## src/rtl/rtcadj_pkg.sv

```systemverilog
// Shared types, constants and helper functions for the RTC BCD time adjuster.
// No dependencies; used by rtcadj_serdiv and rtc_bcd_time_adjust_core.
`default_nettype none

package rtcadj_pkg;

    localparam logic [31:0] DAY_SECS  = 32'd86400;
    localparam logic [31:0] HOUR_SECS = 32'd3600;
    localparam logic [31:0] MIN_SECS  = 32'd60;
    localparam logic [31:0] MAX_SECS  = 32'd3155759999;

    // Command to the serial divider: a pre-shifted divisor and the quotient width.
    typedef struct packed {
        logic        go;
        logic [32:0] divisor;
        logic [4:0]  nbits;
    } t_div_cmd;

    // Response from the serial divider.
    typedef struct packed {
        logic        done;
        logic [15:0] quo;
        logic [31:0] rem;
    } t_div_rsp;

    // Decode a BCD byte as high * 10 + low, even for low digits above nine.
    function automatic logic [7:0] bcd_dec(input logic [7:0] v);
        logic [7:0] hi;
        hi = {4'b0, v[7:4]};
        return (hi << 3) + (hi << 1) + {4'b0, v[3:0]};
    endfunction

    // Encode a value below 100 as two BCD digits.
    function automatic logic [7:0] bcd_enc(input logic [6:0] v);
        logic [14:0] p;
        logic [3:0]  t;
        logic [6:0]  tt;
        logic [6:0]  lo;
        p  = {8'b0, v} * 15'd205;
        t  = p[14:11];
        tt = ({3'b0, t} << 3) + ({3'b0, t} << 1);
        lo = v - tt;
        return {t, lo[3:0]};
    endfunction

    // Leap year test for year 2000 + y, valid for y up to 199.
    function automatic logic is_leap(input logic [7:0] y);
        return (y[1:0] == 2'b00) && (y != 8'd100);
    endfunction

    // Length of month m (1 to 12).
    function automatic logic [4:0] month_len(input logic [3:0] m, input logic leap);
        logic [4:0] d;
        case (m)
            4'd2:    d = leap ? 5'd29 : 5'd28;
            4'd4:    d = 5'd30;
            4'd6:    d = 5'd30;
            4'd9:    d = 5'd30;
            4'd11:   d = 5'd30;
            default: d = 5'd31;
        endcase
        return d;
    endfunction

endpackage

`default_nettype wire

```

## src/rtl/rtc_bcd_time_adjust_core.sv

```systemverilog
// Top level of the RTC BCD time adjuster: sequencer, accumulator and output registers.
// Depends on rtcadj_pkg and rtcadj_serdiv.
`default_nettype none

// Usage:
// A transaction is accepted at a rising edge with start high and busy low. The six
// BCD clock registers and a signed offset in seconds are sampled at that edge, and
// busy stays high until the result is delivered. The result appears on the o_new_*
// ports and o_clamped for exactly one cycle, marked by o_valid; the receiver cannot
// stall, so it must take the result in that cycle. Only one transaction is in
// flight at a time.
// Sequence: the whole years before the input year (since 2000, up to 165 after BCD
// decode) are summed one per cycle, then the months before the input month, clamped
// to 12, and then the time of day is added in. The day count is multiplied by the
// seconds in a day through one shift-add accumulator, and the day, hour and minute
// splits run on one shared serial divider. The result years and months are then
// peeled off one per cycle.
// Reset (synchronous, active low) returns the sequencer to idle and drops o_valid.
// Busy is already low in the o_valid cycle, so the next transaction can be accepted
// at the edge that ends it.
module rtc_bcd_time_adjust_core
    import rtcadj_pkg::*;
(
    input  wire logic        i_clk,
    input  wire logic        i_rst_n,
    input  wire logic        start,
    output logic             busy,
    input  wire logic [7:0]  i_sec_reg,
    input  wire logic [7:0]  i_min_reg,
    input  wire logic [7:0]  i_hour_reg,
    input  wire logic [7:0]  i_date_reg,
    input  wire logic [7:0]  i_month_reg,
    input  wire logic [7:0]  i_year_reg,
    input  wire logic signed [31:0] i_delta_seconds,
    output logic             o_valid,
    output logic [6:0]       o_new_sec,
    output logic [6:0]       o_new_min,
    output logic [5:0]       o_new_hour,
    output logic [0:0]       o_new_weekday,
    output logic [5:0]       o_new_date,
    output logic [4:0]       o_new_month,
    output logic [7:0]       o_new_year,
    output logic [0:0]       o_clamped
);

    typedef enum logic [3:0] {
        S_IDLE, S_YSUM, S_MSUM, S_ACC1, S_ACC2, S_ACC3, S_MUL, S_CLAMP,
        S_DDAY, S_DHR, S_DMIN, S_YSPLIT, S_MSPLIT, S_DONE
    } t_state;

    t_state             r_state;
    logic [6:0]         r_sec;
    logic [7:0]         r_min;
    logic [5:0]         r_hour;
    logic [7:0]         r_date;
    logic [3:0]         r_mon;
    logic [7:0]         r_year;
    logic signed [31:0] r_delta;
    logic [7:0]         r_cnt;
    logic [16:0]        r_days;
    logic signed [35:0] r_acc;
    logic [35:0]        r_mulk;
    logic [4:0]         r_bits;
    logic [31:0]        r_dvd;
    logic               r_clamp;
    t_div_cmd           r_cmd;
    t_div_rsp           div_rsp;
    logic               r_valid;
    logic [6:0]         r_o_sec;
    logic [6:0]         r_o_min;
    logic [5:0]         r_o_hour;
    logic [5:0]         r_o_date;
    logic [4:0]         r_o_month;
    logic [7:0]         r_o_year;

    logic [7:0]         dec_mon;
    logic [8:0]         year_len;
    logic [4:0]         cur_mlen;
    logic [7:0]         enc_sec;
    logic [7:0]         enc_min;
    logic [7:0]         enc_hour;
    logic [7:0]         enc_date;
    logic [7:0]         enc_month;
    logic [7:0]         enc_year;

    // Month decode, plus year and month lengths shared by the year and month loops.
    assign dec_mon  = bcd_dec({3'b0, i_month_reg[4:0]});
    assign year_len = is_leap(r_cnt) ? 9'd366 : 9'd365;
    assign cur_mlen = month_len(r_cnt[3:0], is_leap(r_year));

    // BCD encoding of the final fields.
    assign enc_sec   = bcd_enc(r_sec);
    assign enc_min   = bcd_enc(r_min[6:0]);
    assign enc_hour  = bcd_enc({1'b0, r_hour});
    assign enc_date  = bcd_enc(r_days[6:0] + 7'd1);
    assign enc_month = bcd_enc({3'b0, r_mon});
    assign enc_year  = bcd_enc(r_year[6:0]);

    rtcadj_serdiv u_div (
        .i_clk      (i_clk),
        .i_rst_n    (i_rst_n),
        .i_cmd      (r_cmd),
        .i_dividend (r_dvd),
        .o_rsp      (div_rsp)
    );

    // Sequencer with its working and output registers.
    always_ff @(posedge i_clk) begin
        if (!i_rst_n) begin
            r_state  <= S_IDLE;
            r_valid  <= 1'b0;
            r_cmd.go <= 1'b0;
        end else begin
            r_valid  <= 1'b0;
            r_cmd.go <= 1'b0;
            unique case (r_state)
                S_IDLE: begin
                    if (start) begin
                        r_sec   <= 7'(bcd_dec({1'b0, i_sec_reg[6:0]}));
                        r_min   <= bcd_dec(i_min_reg);
                        r_hour  <= 6'(bcd_dec({2'b0, i_hour_reg[5:0]}));
                        r_date  <= bcd_dec(i_date_reg);
                        r_mon   <= (dec_mon > 8'd12) ? 4'd12 : dec_mon[3:0];
                        r_year  <= bcd_dec(i_year_reg);
                        r_delta <= i_delta_seconds;
                        r_cnt   <= '0;
                        r_days  <= '0;
                        r_clamp <= 1'b0;
                        r_state <= S_YSUM;
                    end
                end
                // Whole years before the input year.
                S_YSUM: begin
                    if (r_cnt < r_year) begin
                        r_days <= r_days + {8'b0, year_len};
                        r_cnt  <= r_cnt + 8'd1;
                    end else begin
                        r_cnt   <= 8'd1;
                        r_state <= S_MSUM;
                    end
                end
                // Whole months before the input month, then the day of month.
                S_MSUM: begin
                    if (r_cnt < {4'b0, r_mon}) begin
                        r_days <= r_days + {12'b0, cur_mlen};
                        r_cnt  <= r_cnt + 8'd1;
                    end else begin
                        r_days  <= r_days + {9'b0, r_date};
                        r_state <= S_ACC1;
                    end
                end
                // The day count includes the current day, so one day is taken back here.
                S_ACC1: begin
                    r_acc   <= 36'(r_delta) + $signed({29'b0, r_sec})
                               - $signed({4'b0, DAY_SECS});
                    r_state <= S_ACC2;
                end
                S_ACC2: begin
                    r_acc   <= r_acc + $signed({22'b0, 14'(r_min) * 14'd60});
                    r_state <= S_ACC3;
                end
                S_ACC3: begin
                    r_acc   <= r_acc + $signed({18'b0, 18'(r_hour) * 18'd3600});
                    r_mulk  <= {4'b0, DAY_SECS};
                    r_bits  <= 5'd17;
                    r_state <= S_MUL;
                end
                // Shift-add multiply of the day count by the seconds in a day.
                S_MUL: begin
                    if (r_days[0]) begin
                        r_acc <= r_acc + $signed(r_mulk);
                    end
                    r_mulk <= r_mulk << 1;
                    r_days <= r_days >> 1;
                    r_bits <= r_bits - 5'd1;
                    if (r_bits == 5'd1) begin
                        r_state <= S_CLAMP;
                    end
                end
                // Saturate at the first second of 2000 and the last second of 2099.
                S_CLAMP: begin
                    if (r_acc[35]) begin
                        r_dvd   <= '0;
                        r_clamp <= 1'b1;
                    end else if (r_acc > $signed({4'b0, MAX_SECS})) begin
                        r_dvd   <= MAX_SECS;
                        r_clamp <= 1'b1;
                    end else begin
                        r_dvd <= r_acc[31:0];
                    end
                    r_cmd.go      <= 1'b1;
                    r_cmd.divisor <= {1'b0, DAY_SECS} << 15;
                    r_cmd.nbits   <= 5'd16;
                    r_state       <= S_DDAY;
                end
                S_DDAY: begin
                    if (div_rsp.done) begin
                        r_days        <= {1'b0, div_rsp.quo};
                        r_dvd         <= div_rsp.rem;
                        r_cmd.go      <= 1'b1;
                        r_cmd.divisor <= {1'b0, HOUR_SECS} << 4;
                        r_cmd.nbits   <= 5'd5;
                        r_state       <= S_DHR;
                    end
                end
                S_DHR: begin
                    if (div_rsp.done) begin
                        r_hour        <= div_rsp.quo[5:0];
                        r_dvd         <= div_rsp.rem;
                        r_cmd.go      <= 1'b1;
                        r_cmd.divisor <= {1'b0, MIN_SECS} << 5;
                        r_cmd.nbits   <= 5'd6;
                        r_state       <= S_DMIN;
                    end
                end
                S_DMIN: begin
                    if (div_rsp.done) begin
                        r_min   <= div_rsp.quo[7:0];
                        r_sec   <= div_rsp.rem[6:0];
                        r_cnt   <= '0;
                        r_state <= S_YSPLIT;
                    end
                end
                // Peel whole years off the day count.
                S_YSPLIT: begin
                    if (r_days < {8'b0, year_len}) begin
                        r_year  <= r_cnt;
                        r_cnt   <= 8'd1;
                        r_state <= S_MSPLIT;
                    end else begin
                        r_days <= r_days - {8'b0, year_len};
                        r_cnt  <= r_cnt + 8'd1;
                    end
                end
                // Peel whole months off; December takes whatever is left.
                S_MSPLIT: begin
                    if (r_days < {12'b0, cur_mlen} || r_cnt >= 8'd12) begin
                        r_mon   <= r_cnt[3:0];
                        r_state <= S_DONE;
                    end else begin
                        r_days <= r_days - {12'b0, cur_mlen};
                        r_cnt  <= r_cnt + 8'd1;
                    end
                end
                S_DONE: begin
                    r_o_sec   <= enc_sec[6:0];
                    r_o_min   <= enc_min[6:0];
                    r_o_hour  <= enc_hour[5:0];
                    r_o_date  <= enc_date[5:0];
                    r_o_month <= enc_month[4:0];
                    r_o_year  <= enc_year;
                    r_valid   <= 1'b1;
                    r_state   <= S_IDLE;
                end
                default: begin
                    r_state <= S_IDLE;
                end
            endcase
        end
    end

    assign busy          = (r_state != S_IDLE);
    assign o_valid       = r_valid;
    assign o_new_sec     = r_o_sec;
    assign o_new_min     = r_o_min;
    assign o_new_hour    = r_o_hour;
    assign o_new_weekday = 1'b1;
    assign o_new_date    = r_o_date;
    assign o_new_month   = r_o_month;
    assign o_new_year    = r_o_year;
    assign o_clamped     = r_clamp;

endmodule

`default_nettype wire

```

## src/rtl/rtcadj_serdiv.sv

```systemverilog
// Restoring divider that produces one quotient bit per cycle.
// Depends on rtcadj_pkg for the command and response types.
`default_nettype none

module rtcadj_serdiv
    import rtcadj_pkg::*;
(
    input  wire logic        i_clk,
    input  wire logic        i_rst_n,
    input  wire t_div_cmd    i_cmd,
    input  wire logic [31:0] i_dividend,
    output t_div_rsp         o_rsp
);

    logic [31:0] r_rem;
    logic [32:0] r_dsr;
    logic [15:0] r_quo;
    logic [4:0]  r_cnt;
    logic        r_done;
    logic        ge;

    // Trial subtraction against the divisor at the current bit position.
    assign ge = {1'b0, r_rem} >= r_dsr;

    // Control state: bit counter and completion strobe.
    always_ff @(posedge i_clk) begin
        if (!i_rst_n) begin
            r_cnt  <= '0;
            r_done <= 1'b0;
        end else begin
            r_done <= 1'b0;
            if (i_cmd.go) begin
                r_cnt <= i_cmd.nbits;
            end else if (r_cnt != 5'd0) begin
                r_cnt <= r_cnt - 5'd1;
                if (r_cnt == 5'd1) begin
                    r_done <= 1'b1;
                end
            end
        end
    end

    // Datapath: remainder, shifting divisor and quotient.
    always_ff @(posedge i_clk) begin
        if (i_cmd.go) begin
            r_rem <= i_dividend;
            r_dsr <= i_cmd.divisor;
            r_quo <= '0;
        end else if (r_cnt != 5'd0) begin
            if (ge) begin
                r_rem <= r_rem - r_dsr[31:0];
            end
            r_dsr <= r_dsr >> 1;
            r_quo <= {r_quo[14:0], ge};
        end
    end

    assign o_rsp.done = r_done;
    assign o_rsp.quo  = r_quo;
    assign o_rsp.rem  = r_rem;

endmodule

`default_nettype wire

```

## config.mk

```make
export PLATFORM = sky130hd
export DESIGN_NAME = rtc_bcd_time_adjust_core
export DESIGN_NICKNAME = d
export VERILOG_FILES = /design/src/rtl/rtcadj_pkg.sv /design/src/rtl/rtc_bcd_time_adjust_core.sv /design/src/rtl/rtcadj_serdiv.sv
export SDC_FILE = /design/constraint.sdc
export NUM_CORES = 1
export LEC_CHECK = 0
export BUFFER_PORTS_ARGS = -buffer_cell sky130_fd_sc_hd__buf_2
export CORE_MARGIN = 5
export CORE_UTILIZATION = 60
export CTS_CLUSTER_SIZE = 40
export DETAILED_ROUTE_END_ITERATION = 10
export PLACE_DENSITY = 0.82
export SLEW_MARGIN = 20
export SYNTH_ARGS = -nofsm -noshare
export SYNTH_HDL_FRONTEND = slang
export SYNTH_SLANG_ARGS = --single-unit
```

## constraint.sdc

```tcl
create_clock -name i_clk -period 6.3 [get_ports i_clk]
set_input_delay 0.315 -clock i_clk [delete_from_list [all_inputs] [get_ports i_clk]]
set_output_delay 0.315 -clock i_clk [all_outputs]
set_load 0.02 [all_outputs]
```

Word level (Yosys, flattened, before mapping)

Index checks and enable logic that the tools add are counted.

Word-level logic and storage cells: 231
Output and inout port bits: 43
RAM bits: 0
Latch bits: 0
Memory bits (read-only): 0
Memories: 0
Input bits: 83
Bits in registers: 378

Mux-type cells: 67
Reduce and logical (&&, ||, !) cells: 39
Bitwise gates (word level): 2
Equal/unequal tests: 38
$mul: 8
Order comparisons: 8
$add $sub $neg: 39
Div/mod/pow operators: 0
Shift-type cells: 0

Operator list:

| operator               | number |
|---|---|
| $mux 32                | 6 |
| $pmux 36 s4            | 1 |
| $pmux 17 s7            | 1 |
| $pmux 39 s3            | 1 |
| $mux 17                | 6 |
| $mux 8                 | 10 |
| $mux 39                | 2 |
| $pmux 36 s2            | 1 |
| $mux 33                | 2 |
| $pmux 32 s2            | 1 |
| $pmux 4 s13            | 1 |
| $mux 4                 | 12 |
| $pmux 8 s6             | 1 |
| $mul 7x8->14 const B   | 3 |
| $add 36x15->36         | 1 |
| $add 36x19->36         | 1 |
| $add 36x36->36         | 1 |
| $gt 36x33->1 const B   | 1 |
| $mux 36                | 1 |
| $sub 33x18->34 const B | 1 |
| $add 32x8->33          | 1 |
| $ge 32x33->1           | 1 |
| $eq 4x4->1 const B     | 8 |
| $pmux 8 s2             | 2 |
| 69 further kinds       | 135 |

Depth between registers and ports, before layout

Word-level depth: 8
Gate-level depth with buffers: 24
Mapped depth without buffers: 24

Modules after synthesis

A second synthesis with hierarchy kept.

Cell total of the unflattened synthesis: 2901
Area total of the unflattened synthesis: 27959.3 µm²

Modules (own cells, without submodules):

| module                   | instances | area each (µm²) | seq. area each (µm²) | cells an instance |
|---|---|---|---|---|
| rtc_bcd_time_adjust_core | 1         | 22431.5         | 7447.1               | 2262 |
| rtcadj_serdiv            | 1         | 5527.8          | 2392.3               | 639 |

Worst setup path after synthesis

No wires, ideal clock.

Path kind: reg-to-reg
Start point: register r_min[0]
End point: register r_acc[32] (data pin)
Path buffers: 0
Data arrival time: 5443 ps
Stages on the path, launching flop included: 25
Data required time: 6026 ps
Clock period less this slack: 5717 ps
Path slack: 583 ps
Setup time: 274 ps
Path through: edfxtp_1 > fa_1 > inv_1 > fa_1 > inv_1 > ha_1 > a21o_1 > a21oi_1 > o21bai_1 > a21oi_1 > nor2b_1 > o21a_1 > o22a_1 > or4b_1 > nand3_1 > ha_1 > a21oi_1 > o21ai_0 > a21oi_1 > o31ai_1 > a31oi_1 > o211ai_1 > a221oi_1 > xor2_1 > o221ai_1

Cells in the longest elaborated chain, start to end: 3

RTL lines:

| what                     | RTL line                        | source |
|---|---|---|
| start: declaration       | rtc_bcd_time_adjust_core.sv:53  | `logic [7:0] r_min;` |
| start signal: assignment | rtc_bcd_time_adjust_core.sv:120 | `r_min <= bcd_dec(i_min_reg);` |
| start signal: assignment | rtc_bcd_time_adjust_core.sv:218 | `r_min <= div_rsp.quo[7:0];` |
| $mul 8x4->12             | rtc_bcd_time_adjust_core.sv:159 | `r_acc <= r_acc + $signed({22'b0, 14'(r_min) * 14'd60});` |
| $add 36x15->36           | rtc_bcd_time_adjust_core.sv:159 |  |
| $pmux 36 s4              | rtc_bcd_time_adjust_core.sv:116 | `unique case (r_state)` |
| end signal: assignment   | rtc_bcd_time_adjust_core.sv:159 |  |
| end signal: assignment   | rtc_bcd_time_adjust_core.sv:163 | `r_acc <= r_acc + $signed({18'b0, 18'(r_hour) * 18'd3600});` |
| end signal: assignment   | rtc_bcd_time_adjust_core.sv:171 | `r_acc <= r_acc + $signed(r_mulk);` |
| end: declaration         | rtc_bcd_time_adjust_core.sv:61  | `logic signed [35:0] r_acc;` |

Every way passes these cells.
A chain may end at the register's enable or synchronous reset.

Final worst setup path

Start point: register r_min[1]
End point: register r_acc[32] (data pin)

The elaborated chain is that of the path after synthesis.

==> metrics <==
largest cells by area after synthesis edfxtp_1 34%, ha_1 17%, fa_1 5.3%; Max Cap Violations 0; Vias/cell 6.11; Clock Sink Count 336; Vias ~22000; power consumption 16.9 mW; slowest stage cell, crit path fa_1; DR DRC count 0; first-pass GRT wire length approximately 110 mm; Syn Nets about 3300; number of global-route vias before repair roughly 22000; Starting Density 0.603; Pleak between 10 and 15 nW; Post-synth top flop edfxtp_1; met2 GRT Util 0.452; asr flop ratio synth 0; Hold Startpoint i_month_reg[0]; Hold Violations, Final 0; Post-synth EDFFs 308; status complete, no violations; Psw 7.57 mW; die area 0.0497 mm²; Port-buffer cells around 120; Syn Inst Count approximately 2800; fin crit period 6.00 ns; Final Instance Area 0.0301 mm²; P per Cell Area 563 mW/mm²; gr ovfl total 0; buffer depth of the longest clock path 3; Distinct cells, synth 86; final WL 69.9 mm; Slew headroom 0.275; cell mode on critical path a21oi_1; placed cells 3428; Crit path depth 24; combinational power share 0.622; WP data required roughly 6.6 ns; # IOs about 130; Synth Register Bits 336; worst min path class primary input to flip-flop; Clock Latency Late Sink 0.56 ns; Synth top area share 0.340; CP bufs+invs 3; switch share 0.447; core box area 0.0451 mm²; Crit Path Class flip-flop to flip-flop; Slowest Stage Delay on Critical Path 0.53 ns; final critical-path share of the clock period 0.952; initial DRC count around 2100; fin worst setup slack between 0.3 and 0.4 ns; Die Wd ~220 µm; synthesis-to-finish area growth 10.5%; yosys synthesis warning count 0; TritonRoute pass-1 iters 7; worst ir drop on vdd roughly 0.72 mV; n_diodes 0; grt met1 use 0.375; setup total negative slack 0 ns; # nets final 3435; RSZ-0062 raised after global routing no; Final Wtd Congestion between 0.9 and 1; Worst EP arrival 6.26 ns; GRT Max-Usage Layer met2; initial antenna violation count 0; CP cell instances buf_4 > inv_1 > fa_1 > fa_1 > inv_1 > ha_1 > a21oi_1 > o21bai_1 > a21oi_1 > nor2b_1 > o21a_1 > o22a_1 > or4b_1 > nand3_1 > ha_1 > a21oi_1 > o21ai_0 > a21oi_1 > o31ai_2 > a31oi_2 > o211ai_1 > a221oi_2 > xor2_1 > o221ai_1; GRT Total Usage 0.276; Clk pwr share 0.136; fmax 167 MHz; sequential share of power 0.242; Post-Layout Cell Count roughly 3500; endpoints failing setup 0; Num CTS Buffers 39; Hold Path Stages 3; kind of end point of the critical path flip-flop; most common cell after layout, fill and taps aside ha_1; clock skew 0.0136 ns; Pint about 9.4 mW; largest net degree at the start of global routing 88; # rows 78; grt met3 use 0.0470; Post-Route Utilization 0.667; Setup WS pre-CTS 0.216 ns; fin. max-slew vios 0; post-detail-place hpwl 51.6 mm; most frequent cells in the layout 374 x ha_1, 308 x edfxtp_1, 248 x nand2_1; Slew @ Worst Pin 1.09 ns; r2r startpoint r_min[1]; worst-path fanout max 7; Wirelength per Cell 19.8 µm; Worst Reg-to-Reg Cells 24; htree depth 2; Post-DP Area 0.0284 mm²; CTS tree built; share of cells above drive strength 1 0.0856; crit path launch type flip-flop; Fin Hold WS between 0.03 and 0.04 ns; Root Buffer clkbuf_16; cell taking the most area after synthesis edfxtp_1; post-synthesis sequential area ratio 0.361; syn_area_per_cell between 9 and 10 µm²; post-synthesis cell area 0.0272 mm²; Worst Setup SP r_min[1]; post-route ant nets 0; Die Ht about 220 µm; CP delay by family, top compound AO/OA/AOI/OAI gates; clk slew on worst S/H paths 0.06 ns
## cells by family (layout without fill, tap and decap cells)
family                     after synthesis  after routing  share of synthesized area
AOI/OAI and AO/OA                      665            665                      0.154
buffers and inverters                  335            489                     0.0464
DFF                                    336            336                      0.361
xor gates and xnor gates               223            223                     0.0733
other                                    1              1                   0.000138
adders and majority gates              446            446                      0.225
and+or+nand+nor                        759            759                      0.135
muxes                                   14             14                    0.00561
## state kept, by name (all words and copies together) (netlist names), 8 cells and up
register	cells
r_year	8
u_div.r_quo	16
r_min	8
r_dvd	32
u_div.r_rem	32
r_cnt	8
r_delta	32
o_new_year	8
r_mulk	29
r_days	17
r_date	8
u_div.r_dsr	32
r_acc	36
## what timing repair did
item | 4_1_cts | 5_1_grt
endpoints found under the hold margin | 33 | 0
resized for setup | 0 | 5
endpoints found under the setup margin | 0 | 7
buffers inserted | 0 | 4
hold buffers | 33 | 0
## path summary, 6_finish.rpt
check / end / slack [ns]
hold / removal: r_mon[0] / 0.04
hold reg to reg: u_div.r_quo[13] / 0.47
setup / recovery: r_acc[32] / 0.30
setup reg to reg: r_acc[32] / 0.30
## worst min-delay path, stage by stage
cell	delay [ns]
buf_2	0.08
nand2_1	0.04
o21ai_0	0.06
## power groups by stage
stage                     registers, mW  logic (mW)  clock network, mW
after CTS                          4.08        10.4               2.34
after detailed placement           4.12        10.3                  0
after global placement             4.10        9.73                  0
after floorplan                    3.85        8.03                  0
after global routing               4.15        11.8               2.42
final                              4.10        10.5               2.31
## synth_stat cells, types with 10 or more instances
cell and instances:
a21o_1 62, ha_1 374, a211oi_1 12, dfxtp_1 28, edfxtp_1 308, a22oi_1 24, o211ai_1 15, xnor2_1 136
nand3_1 49, a31oi_1 21, o221ai_1 11, nand4_1 23, o21ai_1 106, a21oi_1 152, nor3_1 40, inv_1 240
nor2b_1 35, o21ai_0 107, and3_1 68, o21a_1 17, nand2b_1 22, nor2_1 179, or2_2 10, xor2_1 84
o31ai_1 15, and2_1 23, nor3b_1 11, fa_1 72, o21bai_1 26, clkbuf_1 84, nand2_1 248
## metal layers
layer  vias up  share of wire
met5         -              0
met3       151          0.090
met2       863           0.47
met4         0          0.031
li1      10240              -
met1     10320           0.41
## final cells by class
class                   count  area [µm²]
clock buffers              43         991
clock inverters            25         267
fillers                  3506       15000
inverters                 240         901
multi-input cells        2108       16200
flip-flops and latches    336        9810
well taps                 600         751
repair buffers            181        1150
Note: power is estimated with default switching activity, not from simulation.
